--- src/rtl/kers_pkg.sv ---
`timescale 1ns / 1ps
// ----------------------------------------------------------------------------
// kers_pkg
// Shared types, constants and record formatting for the key event record
// slot buffer.
// ----------------------------------------------------------------------------
package kers_pkg;

  localparam int SLOTS_DEFAULT = 8;

  localparam int KEY_W = 8;
  localparam int BYTE_W = 8;
  localparam int CFG_W = 8;
  localparam int CFG_IDX_W = 2;

  // configuration register indexes
  localparam logic [CFG_IDX_W-1:0] CFG_IDLE_KEY_CODE = 2'd0;
  localparam logic [CFG_IDX_W-1:0] CFG_UPLOAD_TICK = 2'd1;
  localparam logic [CFG_IDX_W-1:0] CFG_CYCLE_TICKS = 2'd2;

  localparam logic [CFG_W-1:0] IDLE_KEY_CODE_RESET = 8'd0;
  localparam logic [CFG_W-1:0] UPLOAD_TICK_RESET = 8'd10;
  localparam logic [CFG_W-1:0] CYCLE_TICKS_RESET = 8'd20;

  localparam logic [7:0] SEQ_WRAP_LIMIT = 8'd200;
  localparam logic [7:0] SEQ_RESTART = 8'd1;

  localparam logic [7:0] ASCII_ZERO = 8'h30;
  localparam logic [7:0] ASCII_D = 8'h44;
  localparam logic [7:0] ASCII_F = 8'h46;
  localparam logic [7:0] HEX_ALPHA_OFFSET = 8'h37;
  localparam logic [7:0] RECORD_TERMINATOR = 8'h00;

  localparam int RECORD_BYTES = 11;
  localparam int BYTE_IDX_W = 4;
  localparam logic [BYTE_IDX_W-1:0] LAST_BYTE = BYTE_IDX_W'(RECORD_BYTES - 1);

  localparam int QUEUE_DEPTH = 2;
  localparam int QUEUE_PTR_W = 1;
  localparam int QUEUE_CNT_W = 2;

  typedef enum logic {
    OP_STORE  = 1'b0,
    OP_UPLOAD = 1'b1
  } op_t;

  typedef struct packed {
    op_t              op;
    logic [KEY_W-1:0] key;
  } cmd_t;

  function automatic logic [7:0] hex_digit(input logic [3:0] nibble);
    logic [7:0] n;
    n = {4'd0, nibble};
    if (nibble >= 4'd10) begin
      return n + HEX_ALPHA_OFFSET;
    end
    return n + ASCII_ZERO;
  endfunction

  // byte layout: "00DDFF" seq(2 hex) key(2 hex) NUL
  function automatic logic [7:0] record_byte(input logic [BYTE_IDX_W-1:0] idx,
                                             input logic [7:0] seq,
                                             input logic [KEY_W-1:0] key);
    logic [7:0] b;
    unique case (idx)
      4'd0, 4'd1: b = ASCII_ZERO;
      4'd2, 4'd3: b = ASCII_D;
      4'd4, 4'd5: b = ASCII_F;
      4'd6:       b = hex_digit(seq[7:4]);
      4'd7:       b = hex_digit(seq[3:0]);
      4'd8:       b = hex_digit(key[7:4]);
      4'd9:       b = hex_digit(key[3:0]);
      default:    b = RECORD_TERMINATOR;
    endcase
    return b;
  endfunction

endpackage

--- src/rtl/kers_if.sv ---
`timescale 1ns / 1ps
// ----------------------------------------------------------------------------
// kers_if
// Valid/ready channel interfaces for key events/ticks and record bytes.
// ----------------------------------------------------------------------------
interface kers_item_if;
  logic       valid;
  logic       ready;
  logic       func;
  logic [7:0] key_code;

  modport source(output valid, func, key_code, input ready);
  modport sink(input valid, func, key_code, output ready);
endinterface

interface kers_record_if;
  logic       valid;
  logic       ready;
  logic [7:0] out_byte;
  logic       record_found;
  logic       last;

  modport source(output valid, out_byte, record_found, last, input ready);
  modport sink(input valid, out_byte, record_found, last, output ready);
endinterface

--- src/rtl/key_event_record_slot_buffer.sv ---
`timescale 1ns / 1ps
// ----------------------------------------------------------------------------
// key_event_record_slot_buffer
// Ring of key record slots with ticked upload of 11-byte ASCII records.
// ----------------------------------------------------------------------------
// Usage:
//   items channel: func=0 carries a key event (key_code), func=1 a loop tick.
//   records channel: each upload emits 11 transactions, "00DDFF", sequence
//   number in two hex digits, key code in two hex digits, then a zero byte;
//   last marks the eleventh byte, record_found tells if a slot was read.
//   Config port: cfg_we/cfg_index/cfg_data, write only while idle.
// Timing:
//   The front takes one item per cycle while the two-entry command queue
//   has room. The back walks the ring one slot per cycle: a store scans
//   from the write slot for a free slot; an upload scans from the read
//   slot for an occupied one, then emits the 11 record bytes through the
//   output register. Ticks that do not hit the upload count and idle-code
//   events end in the front and never reach the back. An uploading tick
//   goes through the queue, the idle state and the slot scan before the
//   first record byte is loaded into the output register.
// Reset (rst, synchronous): all slots free, pointers, sequence number and
//   tick counter zero, registers to their defaults.
// Stall: the record byte waits in the output register; the back holds, the
//   queue fills, then items.ready drops.
// ----------------------------------------------------------------------------
module key_event_record_slot_buffer #(
  parameter int SLOTS = kers_pkg::SLOTS_DEFAULT
) (
  input  logic                           clk,
  input  logic                           rst,
  kers_item_if.sink                      items,
  kers_record_if.source                  records,
  input  logic                           cfg_we,
  input  logic [kers_pkg::CFG_IDX_W-1:0] cfg_index,
  input  logic [kers_pkg::CFG_W-1:0]     cfg_data
);

  logic           push;
  logic           push_ready;
  kers_pkg::cmd_t push_cmd;
  logic           pop_valid;
  logic           pop_ready;
  kers_pkg::cmd_t pop_cmd;

  kers_front u_front (
    .clk        (clk),
    .rst        (rst),
    .items      (items),
    .cfg_we     (cfg_we),
    .cfg_index  (cfg_index),
    .cfg_data   (cfg_data),
    .push       (push),
    .push_cmd   (push_cmd),
    .push_ready (push_ready)
  );

  kers_cmd_queue u_queue (
    .clk        (clk),
    .rst        (rst),
    .push       (push),
    .push_cmd   (push_cmd),
    .push_ready (push_ready),
    .pop_valid  (pop_valid),
    .pop_cmd    (pop_cmd),
    .pop_ready  (pop_ready)
  );

  kers_back #(
    .SLOTS (SLOTS)
  ) u_back (
    .clk       (clk),
    .rst       (rst),
    .cmd_valid (pop_valid),
    .cmd       (pop_cmd),
    .cmd_ready (pop_ready),
    .records   (records)
  );

endmodule

--- src/rtl/kers_front.sv ---
`timescale 1ns / 1ps
// ----------------------------------------------------------------------------
// kers_front
// Accepts input transactions, holds the configuration registers and the
// tick counter, and turns items into store/upload commands.
// ----------------------------------------------------------------------------
module kers_front (
  input  logic                                clk,
  input  logic                                rst,
  kers_item_if.sink                           items,
  input  logic                                cfg_we,
  input  logic [kers_pkg::CFG_IDX_W-1:0]      cfg_index,
  input  logic [kers_pkg::CFG_W-1:0]          cfg_data,
  output logic                                push,
  output kers_pkg::cmd_t                      push_cmd,
  input  logic                                push_ready
);

  logic [7:0] idle_key_code;
  logic [7:0] upload_tick;
  logic [7:0] cycle_ticks;
  logic [7:0] tick_count;
  logic [7:0] tick_inc;
  logic       accept;
  logic       upload_hit;

  assign items.ready = push_ready;
  assign accept = items.valid && push_ready;
  assign tick_inc = tick_count + 8'd1;
  assign upload_hit = (tick_inc == upload_tick);

  always_comb begin
    push = 1'b0;
    push_cmd.op = kers_pkg::OP_STORE;
    push_cmd.key = items.key_code;
    if (accept) begin
      if (items.func) begin
        push = upload_hit;
        push_cmd.op = kers_pkg::OP_UPLOAD;
      end else begin
        push = (items.key_code != idle_key_code);
      end
    end
  end

  always_ff @(posedge clk) begin
    if (rst) begin
      idle_key_code <= kers_pkg::IDLE_KEY_CODE_RESET;
      upload_tick <= kers_pkg::UPLOAD_TICK_RESET;
      cycle_ticks <= kers_pkg::CYCLE_TICKS_RESET;
    end else if (cfg_we) begin
      if (cfg_index == kers_pkg::CFG_IDLE_KEY_CODE) begin
        idle_key_code <= cfg_data;
      end else if (cfg_index == kers_pkg::CFG_UPLOAD_TICK) begin
        upload_tick <= cfg_data;
      end else if (cfg_index == kers_pkg::CFG_CYCLE_TICKS) begin
        cycle_ticks <= cfg_data;
      end
    end
  end

  // upload match has priority over the cycle clear
  always_ff @(posedge clk) begin
    if (rst) begin
      tick_count <= '0;
    end else if (accept && items.func) begin
      if (!upload_hit && tick_inc == cycle_ticks) begin
        tick_count <= '0;
      end else begin
        tick_count <= tick_inc;
      end
    end
  end

endmodule

--- src/rtl/kers_cmd_queue.sv ---
`timescale 1ns / 1ps
// ----------------------------------------------------------------------------
// kers_cmd_queue
// Two-entry command FIFO between the front and back parts.
// ----------------------------------------------------------------------------
module kers_cmd_queue (
  input  logic           clk,
  input  logic           rst,
  input  logic           push,
  input  kers_pkg::cmd_t push_cmd,
  output logic           push_ready,
  output logic           pop_valid,
  output kers_pkg::cmd_t pop_cmd,
  input  logic           pop_ready
);

  kers_pkg::cmd_t                     entries [kers_pkg::QUEUE_DEPTH];
  logic [kers_pkg::QUEUE_PTR_W-1:0]   wr_ptr;
  logic [kers_pkg::QUEUE_PTR_W-1:0]   rd_ptr;
  logic [kers_pkg::QUEUE_CNT_W-1:0]   count;
  logic                               do_push;
  logic                               do_pop;

  assign push_ready = (count != kers_pkg::QUEUE_CNT_W'(kers_pkg::QUEUE_DEPTH));
  assign pop_valid = (count != '0);
  assign pop_cmd = entries[rd_ptr];
  assign do_push = push && push_ready;
  assign do_pop = pop_valid && pop_ready;

  always_ff @(posedge clk) begin
    if (do_push) begin
      entries[wr_ptr] <= push_cmd;
    end
  end

  always_ff @(posedge clk) begin
    if (rst) begin
      wr_ptr <= '0;
      rd_ptr <= '0;
      count <= '0;
    end else begin
      if (do_push) begin
        wr_ptr <= wr_ptr + 1'b1;
      end
      if (do_pop) begin
        rd_ptr <= rd_ptr + 1'b1;
      end
      if (do_push && !do_pop) begin
        count <= count + 1'b1;
      end else if (do_pop && !do_push) begin
        count <= count - 1'b1;
      end
    end
  end

endmodule

--- src/rtl/kers_back.sv ---
`timescale 1ns / 1ps
// ----------------------------------------------------------------------------
// kers_back
// Slot ring: walks the ring one slot per cycle to store a key, or to find
// the next occupied slot and then stream the 11-byte record.
// ----------------------------------------------------------------------------
module kers_back #(
  parameter int SLOTS = kers_pkg::SLOTS_DEFAULT
) (
  input  logic            clk,
  input  logic            rst,
  input  logic            cmd_valid,
  input  kers_pkg::cmd_t  cmd,
  output logic            cmd_ready,
  kers_record_if.source   records
);

  localparam int PW = (SLOTS > 1) ? $clog2(SLOTS) : 1;
  localparam logic [PW-1:0] LAST_SLOT = PW'(SLOTS - 1);

  typedef enum logic [3:0] {
    S_IDLE  = 4'b0001,
    S_STORE = 4'b0010,
    S_FIND  = 4'b0100,
    S_EMIT  = 4'b1000
  } state_t;

  state_t                          state;
  logic [SLOTS-1:0]                slot_used;
  logic [kers_pkg::KEY_W-1:0]      slot_key [SLOTS];
  logic [PW-1:0]                   write_slot;
  logic [PW-1:0]                   read_slot;
  logic [PW-1:0]                   idx;
  logic [PW-1:0]                   step;
  logic [PW-1:0]                   idx_inc;
  logic [kers_pkg::KEY_W-1:0]      key_hold;
  logic [kers_pkg::KEY_W-1:0]      rd_key;
  logic                            found;
  logic [7:0]                      sequence_number;
  logic [7:0]                      seq_inc;
  logic [kers_pkg::BYTE_IDX_W-1:0] byte_idx;
  logic                            store_hit;
  logic                            find_hit;
  logic                            load_byte;
  logic [kers_pkg::KEY_W-1:0]      rec_key;

  function automatic logic [PW-1:0] slot_inc(input logic [PW-1:0] s);
    return (s == LAST_SLOT) ? '0 : s + 1'b1;
  endfunction

  assign cmd_ready = (state == S_IDLE);
  assign idx_inc = slot_inc(idx);
  assign store_hit = (state == S_STORE) && !slot_used[idx];
  assign find_hit = (state == S_FIND) && slot_used[idx];
  assign load_byte = (state == S_EMIT) && (!records.valid || records.ready);
  assign seq_inc = sequence_number + 8'd1;
  assign rec_key = found ? rd_key : '0;

  // key store with registered read
  always_ff @(posedge clk) begin
    if (store_hit) begin
      slot_key[idx] <= key_hold;
    end
    if (find_hit) begin
      rd_key <= slot_key[idx];
    end
  end

  always_ff @(posedge clk) begin
    if (cmd_valid && cmd_ready) begin
      key_hold <= cmd.key;
    end
  end

  always_ff @(posedge clk) begin
    if (rst) begin
      state <= S_IDLE;
      slot_used <= '0;
      write_slot <= '0;
      read_slot <= '0;
      sequence_number <= '0;
      idx <= '0;
      step <= '0;
      found <= 1'b0;
      byte_idx <= '0;
    end else begin
      unique case (state)
        S_IDLE: begin
          if (cmd_valid) begin
            step <= '0;
            if (cmd.op == kers_pkg::OP_UPLOAD) begin
              idx <= read_slot;
              state <= S_FIND;
            end else begin
              idx <= write_slot;
              state <= S_STORE;
            end
          end
        end
        S_STORE: begin
          if (!slot_used[idx]) begin
            slot_used[idx] <= 1'b1;
            write_slot <= idx;
            state <= S_IDLE;
          end else if (step == LAST_SLOT) begin
            state <= S_IDLE;  // ring full, event dropped
          end else begin
            idx <= idx_inc;
            step <= step + 1'b1;
          end
        end
        S_FIND: begin
          byte_idx <= '0;
          if (slot_used[idx]) begin
            slot_used[idx] <= 1'b0;
            found <= 1'b1;
            read_slot <= idx_inc;
            state <= S_EMIT;
          end else if (step == LAST_SLOT) begin
            found <= 1'b0;
            read_slot <= slot_inc(read_slot);
            state <= S_EMIT;
          end else begin
            idx <= idx_inc;
            step <= step + 1'b1;
          end
        end
        S_EMIT: begin
          if (load_byte) begin
            if (byte_idx == kers_pkg::LAST_BYTE) begin
              sequence_number <= (seq_inc > kers_pkg::SEQ_WRAP_LIMIT) ?
                                 kers_pkg::SEQ_RESTART : seq_inc;
              state <= S_IDLE;
            end else begin
              byte_idx <= byte_idx + 1'b1;
            end
          end
        end
        default: state <= S_IDLE;
      endcase
    end
  end

  // output register
  always_ff @(posedge clk) begin
    if (rst) begin
      records.valid <= 1'b0;
    end else if (load_byte) begin
      records.valid <= 1'b1;
    end else if (records.ready) begin
      records.valid <= 1'b0;
    end
  end

  always_ff @(posedge clk) begin
    if (load_byte) begin
      records.out_byte <= kers_pkg::record_byte(byte_idx, sequence_number, rec_key);
      records.record_found <= found;
      records.last <= (byte_idx == kers_pkg::LAST_BYTE);
    end
  end

endmodule
--- src/flat_wrapper.sv ---
// flat-port wrapper written by rule: the top's interface ports become plain ports
module key_event_record_slot_buffer_flat 
#(
  parameter int SLOTS = kers_pkg::SLOTS_DEFAULT
)
  (clk, rst, cfg_we, cfg_index, cfg_data, items_valid, items_func, items_key_code, items_ready, records_valid, records_out_byte, records_record_found, records_last, records_ready);
  kers_item_if items_i ();
  kers_record_if records_i ();
  input  logic clk;
  input  logic rst;
  input  logic cfg_we;
  input  logic [kers_pkg::CFG_IDX_W-1:0] cfg_index;
  input  logic [kers_pkg::CFG_W-1:0] cfg_data;
  input wire logic [$bits(items_i.valid)-1:0] items_valid;
  input wire logic [$bits(items_i.func)-1:0] items_func;
  input wire logic [$bits(items_i.key_code)-1:0] items_key_code;
  output wire logic [$bits(items_i.ready)-1:0] items_ready;
  output wire logic [$bits(records_i.valid)-1:0] records_valid;
  output wire logic [$bits(records_i.out_byte)-1:0] records_out_byte;
  output wire logic [$bits(records_i.record_found)-1:0] records_record_found;
  output wire logic [$bits(records_i.last)-1:0] records_last;
  input wire logic [$bits(records_i.ready)-1:0] records_ready;
  assign items_i.valid = items_valid;
  assign items_i.func = items_func;
  assign items_i.key_code = items_key_code;
  assign items_ready = items_i.ready;
  assign records_valid = records_i.valid;
  assign records_out_byte = records_i.out_byte;
  assign records_record_found = records_i.record_found;
  assign records_last = records_i.last;
  assign records_i.ready = records_ready;
  key_event_record_slot_buffer #(.SLOTS(SLOTS)) u_core (.clk(clk), .rst(rst), .items(items_i), .records(records_i), .cfg_we(cfg_we), .cfg_index(cfg_index), .cfg_data(cfg_data));
endmodule
--- config.mk ---
export PLATFORM = sky130hd
export DESIGN_NAME = key_event_record_slot_buffer_flat
export DESIGN_NICKNAME = d
export VERILOG_FILES = /design/src/rtl/kers_pkg.sv /design/src/rtl/kers_if.sv /design/src/rtl/key_event_record_slot_buffer.sv /design/src/rtl/kers_front.sv /design/src/rtl/kers_cmd_queue.sv /design/src/rtl/kers_back.sv /design/src/flat_wrapper.sv
export SDC_FILE = /design/constraint.sdc
export NUM_CORES = 1
export LEC_CHECK = 0
export BUFFER_PORTS_ARGS = -buffer_cell sky130_fd_sc_hd__buf_4
export CAP_MARGIN = 20
export CORE_MARGIN = 2
export CORE_UTILIZATION = 45
export DETAILED_ROUTE_END_ITERATION = 6
export GPL_TIMING_DRIVEN = 0
export SKIP_LAST_GASP = 1
export SYNTH_ARGS = -nofsm -noshare
export SYNTH_HDL_FRONTEND = slang
export SYNTH_SLANG_ARGS = --single-unit
--- constraint.sdc ---
create_clock -name clk -period 3.9 [get_ports clk]
set_input_delay 0.78 -clock clk [delete_from_list [all_inputs] [get_ports clk]]
set_output_delay 0.78 -clock clk [all_outputs]
set_load 0.02 [all_outputs]
==> impl_results.md <==
- Startpoint-to-endpoint class of the critical path: flop to flop
- Final clock period utilization by the worst path: 77.2%
- FF+latch count, synth: roughly 180
- Sort of element at the end of the critical path: flop
- Synthesis Warnings: 0
- Arrival time of the worst setup path: slightly above 3 ns
- Insertion delay to the later sink of the worst-skew pair: approximately 0.44 ns
- Max-slew headroom: 34.3%
- Overall via count from detail_route: ~6300
- Core footprint: about 19000 um2
- Die Wd: 143 um
- Ports: 36
- Area Growth Syn to Fin: 13.6%
- Remaining global-route overflow: 0
- Cell depth of the worst hold path: 2
- Final Slew Violations: 0
- Critical path required time: 3.96 ns
- Final-report hold violation count: 0
- Min-delay worst type: flop to flop
- Cts-stage hold buffer count: 0
- Number of global-route vias before repair: between 6000 and 7000
- Power density relative to cell area: around 460 nW/um2
- Register-to-register path setup slack: about 0.89 ns
- Critical R2R Capture: u_core.u_queue.entries[1][7]$_DFFE_PP_
- Final worst clock skew: 0.0107 ns
- Share of cells above drive strength 1: a little over an eighth
- Detailed-routing iteration count for the pre-antenna-repair pass: 5
- IR Drop Worst-Case VDD: around 390 uV
- Gate count of the mapped netlist: between 700 and 800
- Post-layout min period: ~3 ns
- Footprint of the flip-flops and latches: between 4000 and 5000 um2
- Combined area of the multi-input logic cells: about 3600 um2
- End-of-flow core utilization: between 50% and 60%
- Pleak: approximately 0.0035 uW
- Worst Reg2Reg Path Length in Cells: 9
- Share of flip-flops with an asynchronous set or reset: 0%
- Count of input and output buffers: 34
- Number of violations reported at the end of detailed-routing iteration 0: 398
- GRT Util Overall: between 20 and 25%
- Clock buffer depth: 2
- Count of different cell masters after synthesis: 73
- Prevailing post-synth register cell: sky130_fd_sc_hd__edfxtp_1
- Reg-to-reg critical path startpoint: u_core.u_front.tick_count[1]$_SDFFE_PP0P_
- CTS Buf Count: 17
- Layout fillers: between 1500 and 2000
- TritonCTS clock tree: done
- Count of nets after finishing: 887
- Clock transition at the register clock pins on the worst setup and hold paths after CTS: about 0.070 ns
- Count of unresolved DRC violations after routing: 0
- Final weighted congestion of routability-driven global placement: a little under 0.9
- Synthesized area divided by synthesized cell count: 11.0 um2
- Number of antenna diodes: 0
- Initial antenna violation count: 0
- Row Count: 50
- Final worst-path setup slack: 0.887 ns
- Highest clock rate: 332 MHz
- Number of post-CTS setup repair buffers: 0
- Synthesized netlist net count: 834
- Library cell used as clock root buffer: sky130_fd_sc_hd__clkbuf_16
- Largest net degree at the start of global routing: 21
- Clk sink count: 182
- Die Area: about 20000 um2
- Wirelength per Cell: 18.3 um
- Max H-tree Level: 4
- First-pass GRT wire length: about 32000 um
- Outcome: finished clean
- Final total negative setup slack: 0 ns
- Sequential fraction of the synthesis area: a little over half
- Mapped Area: between 8000 and 9000 um2
- Vertical extent of the die: around 140 um
- Number of setup violations in the final report: 0
- Post-DP HPWL: 14000 um
- Starting utilization of the core area: between 40% and 50%
- Minimum setup slack after placement: between 0.8 and 0.9 ns
- Post-detailed-route count of antenna-violating nets: 0
- CTS resizes: 0
- Max Cap Violations: 0
- Actual slew at the worst max-slew pin: around 0.98 ns
- CP startpoint kind: flop
- Number of enable-type register cells in the synthesized netlist: roughly 110
- RSZ-0062 raised after global routing: no
- Top fanout value on the critical path: 10
- Via-to-Cell Ratio: around 5.8
- Total routed wirelength: between 15000 and 20000 um
==> cells in the mapped netlist, types with 11 or more instances <==
cell type                    n  share of area [%]
sky130_fd_sc_hd__nand3_1    18                1.0
sky130_fd_sc_hd__mux2i_1    28                3.2
sky130_fd_sc_hd__clkbuf_1   26                1.1
sky130_fd_sc_hd__xor2_1     23                2.3
sky130_fd_sc_hd__nor3_1     26                1.5
sky130_fd_sc_hd__dfxtp_1    75                 17
sky130_fd_sc_hd__a22oi_1    35                3.0
sky130_fd_sc_hd__nand3b_1   11               0.96
sky130_fd_sc_hd__mux2_2     11                1.4
sky130_fd_sc_hd__nand2_1    52                2.3
sky130_fd_sc_hd__nor2_1     90                3.9
sky130_fd_sc_hd__edfxtp_1  107                 37
sky130_fd_sc_hd__a21oi_1    36                2.1
sky130_fd_sc_hd__nand4_1    11               0.80
sky130_fd_sc_hd__inv_1      28                1.2
sky130_fd_sc_hd__xnor2_1    13                1.3
sky130_fd_sc_hd__o21ai_0    22                1.3
sky130_fd_sc_hd__ha_1       23                3.3
==> cell usage in the layout (no fill, tap or decap), types with 8 or more instances in the layout <==
| cell type | n |
|---|---|
| sky130_fd_sc_hd__nand3b_1 | 11 |
| sky130_fd_sc_hd__buf_4 | 38 |
| sky130_fd_sc_hd__a21oi_1 | 36 |
| sky130_fd_sc_hd__inv_1 | 28 |
| sky130_fd_sc_hd__ha_1 | 23 |
| sky130_fd_sc_hd__nand3_1 | 18 |
| sky130_fd_sc_hd__xor2_1 | 23 |
| sky130_fd_sc_hd__dfxtp_1 | 75 |
| sky130_fd_sc_hd__nand4_1 | 11 |
| sky130_fd_sc_hd__nand2_1 | 52 |
| sky130_fd_sc_hd__mux2i_1 | 28 |
| sky130_fd_sc_hd__nor4_1 | 8 |
| sky130_fd_sc_hd__nor3_1 | 23 |
| sky130_fd_sc_hd__edfxtp_1 | 107 |
| sky130_fd_sc_hd__a31oi_1 | 10 |
| sky130_fd_sc_hd__nor2_1 | 90 |
| sky130_fd_sc_hd__mux2_2 | 11 |
| sky130_fd_sc_hd__xnor2_1 | 13 |
| sky130_fd_sc_hd__a211oi_1 | 8 |
| sky130_fd_sc_hd__a22oi_1 | 35 |
| sky130_fd_sc_hd__clkbuf_16 | 17 |
| sky130_fd_sc_hd__o21ai_0 | 22 |
| sky130_fd_sc_hd__a211o_1 | 8 |
| sky130_fd_sc_hd__clkbuf_1 | 27 |
==> through the flow <==
step / cells / hold WS (ns) / area [um2] / total power (uW)
after floorplan: 787 / 0.437 / 8640 / 2640
after global placement: 1055 / 0.448 / 9190 / 2780
after detailed placement: 1055 / 0.459 / 9210 / 2810
after CTS: 1087 / 0.469 / 9810 / 4520
after global routing: 1087 / 0.496 / 9810 / 4660
final: 1087 / 0.470 / 9810 / 4490
==> report_power, final <==
group,total (uW),internal (uW),switching [uW]
combinational,453,176,278
sequential,2310,2210,101
clock,1720,872,850
total,4490,3260,1230
==> registers in the layout, indices dropped and copies added, names as in the netlist, 4 cells and up, named ones only <==
name                            flops
u_core.u_front.tick_count           8
u_core.u_front.upload_tick          8
u_core.u_front.idle_key_code        8
u_core.u_front.cycle_ticks          8
u_core.u_back.state                 4
u_core.u_back.records.out_byte      7
u_core.u_back.key_hold              8
u_core.u_queue.entries             18
u_core.u_back.rd_key                8
u_core.u_back.byte_idx              4
u_core.u_back.sequence_number       8
u_core.u_back.slot_key             64
==> metal layers <==
metal | GRT usage, % | routed length, um
met5 | 0 | 0
met4 | 6.36 | 348
met3 | 4.48 | 931
met2 | 36.8 | 10200
met1 | 24.0 | 8420
==> worst max-delay path, stage by stage (launching register included) <==
cell and delay, ns:
sky130_fd_sc_hd__dfxtp_1 0.35, sky130_fd_sc_hd__ha_1 0.20, sky130_fd_sc_hd__buf_4 0.17, sky130_fd_sc_hd__and4_2 0.25, sky130_fd_sc_hd__buf_6 0.13, sky130_fd_sc_hd__a211oi_1 0.23, sky130_fd_sc_hd__nand3b_1 0.15, sky130_fd_sc_hd__nor4_4 0.27
sky130_fd_sc_hd__o2111ai_2 0.22, sky130_fd_sc_hd__nor2_1 0.68
==> how the worst max path moves through the flow <==
stage                                                    startpoint                                      to  cells past startpoint
after floorplan           u_core.u_front.tick_count[1]$_SDFFE_PP0P_    u_core.u_queue.count[1]$_SDFFE_PP0P_                     12
after global placement            u_core.u_back.idx[2]$_SDFFE_PP0P_  u_core.u_back.slot_key[4][2]$_DFFE_PP_                      4
after detailed placement  u_core.u_front.tick_count[1]$_SDFFE_PP0P_  u_core.u_queue.entries[1][1]$_DFFE_PP_                      9
after CTS                 u_core.u_front.tick_count[1]$_SDFFE_PP0P_  u_core.u_queue.entries[1][5]$_DFFE_PP_                      9
after global routing      u_core.u_front.tick_count[1]$_SDFFE_PP0P_  u_core.u_queue.entries[0][8]$_DFFE_PP_                      9
final                     u_core.u_front.tick_count[1]$_SDFFE_PP0P_  u_core.u_queue.entries[1][7]$_DFFE_PP_                      9
==> layout make-up <==
type / count / area share [%]
flip-flops and latches: 182 / 48.0
multi-input cells: 533 / 36.8
clock inverters: 14 / 1.79
well taps: 234 / 2.98
clock buffers: 18 / 4.37
plain buffers: 43 / 2.32
repair buffers: 34 / 2.60
inverters: 29 / 1.11
==> logic make-up (layout without fill, tap and decap cells) <==
logic type      Yosys count  after routing  share of synthesized area, %
compound gates          167            167                          13.6
xor+xnor                 38             38                          4.26
fa+ha+maj                23             23                          3.33
buf+inv                  72            138                          3.90
flops                   182            182                          54.6
mux                      41             41                          5.11
other cells               1              1                        0.0434
simple gates            263            263                          15.2
Note: power is estimated with default switching activity, not from simulation.
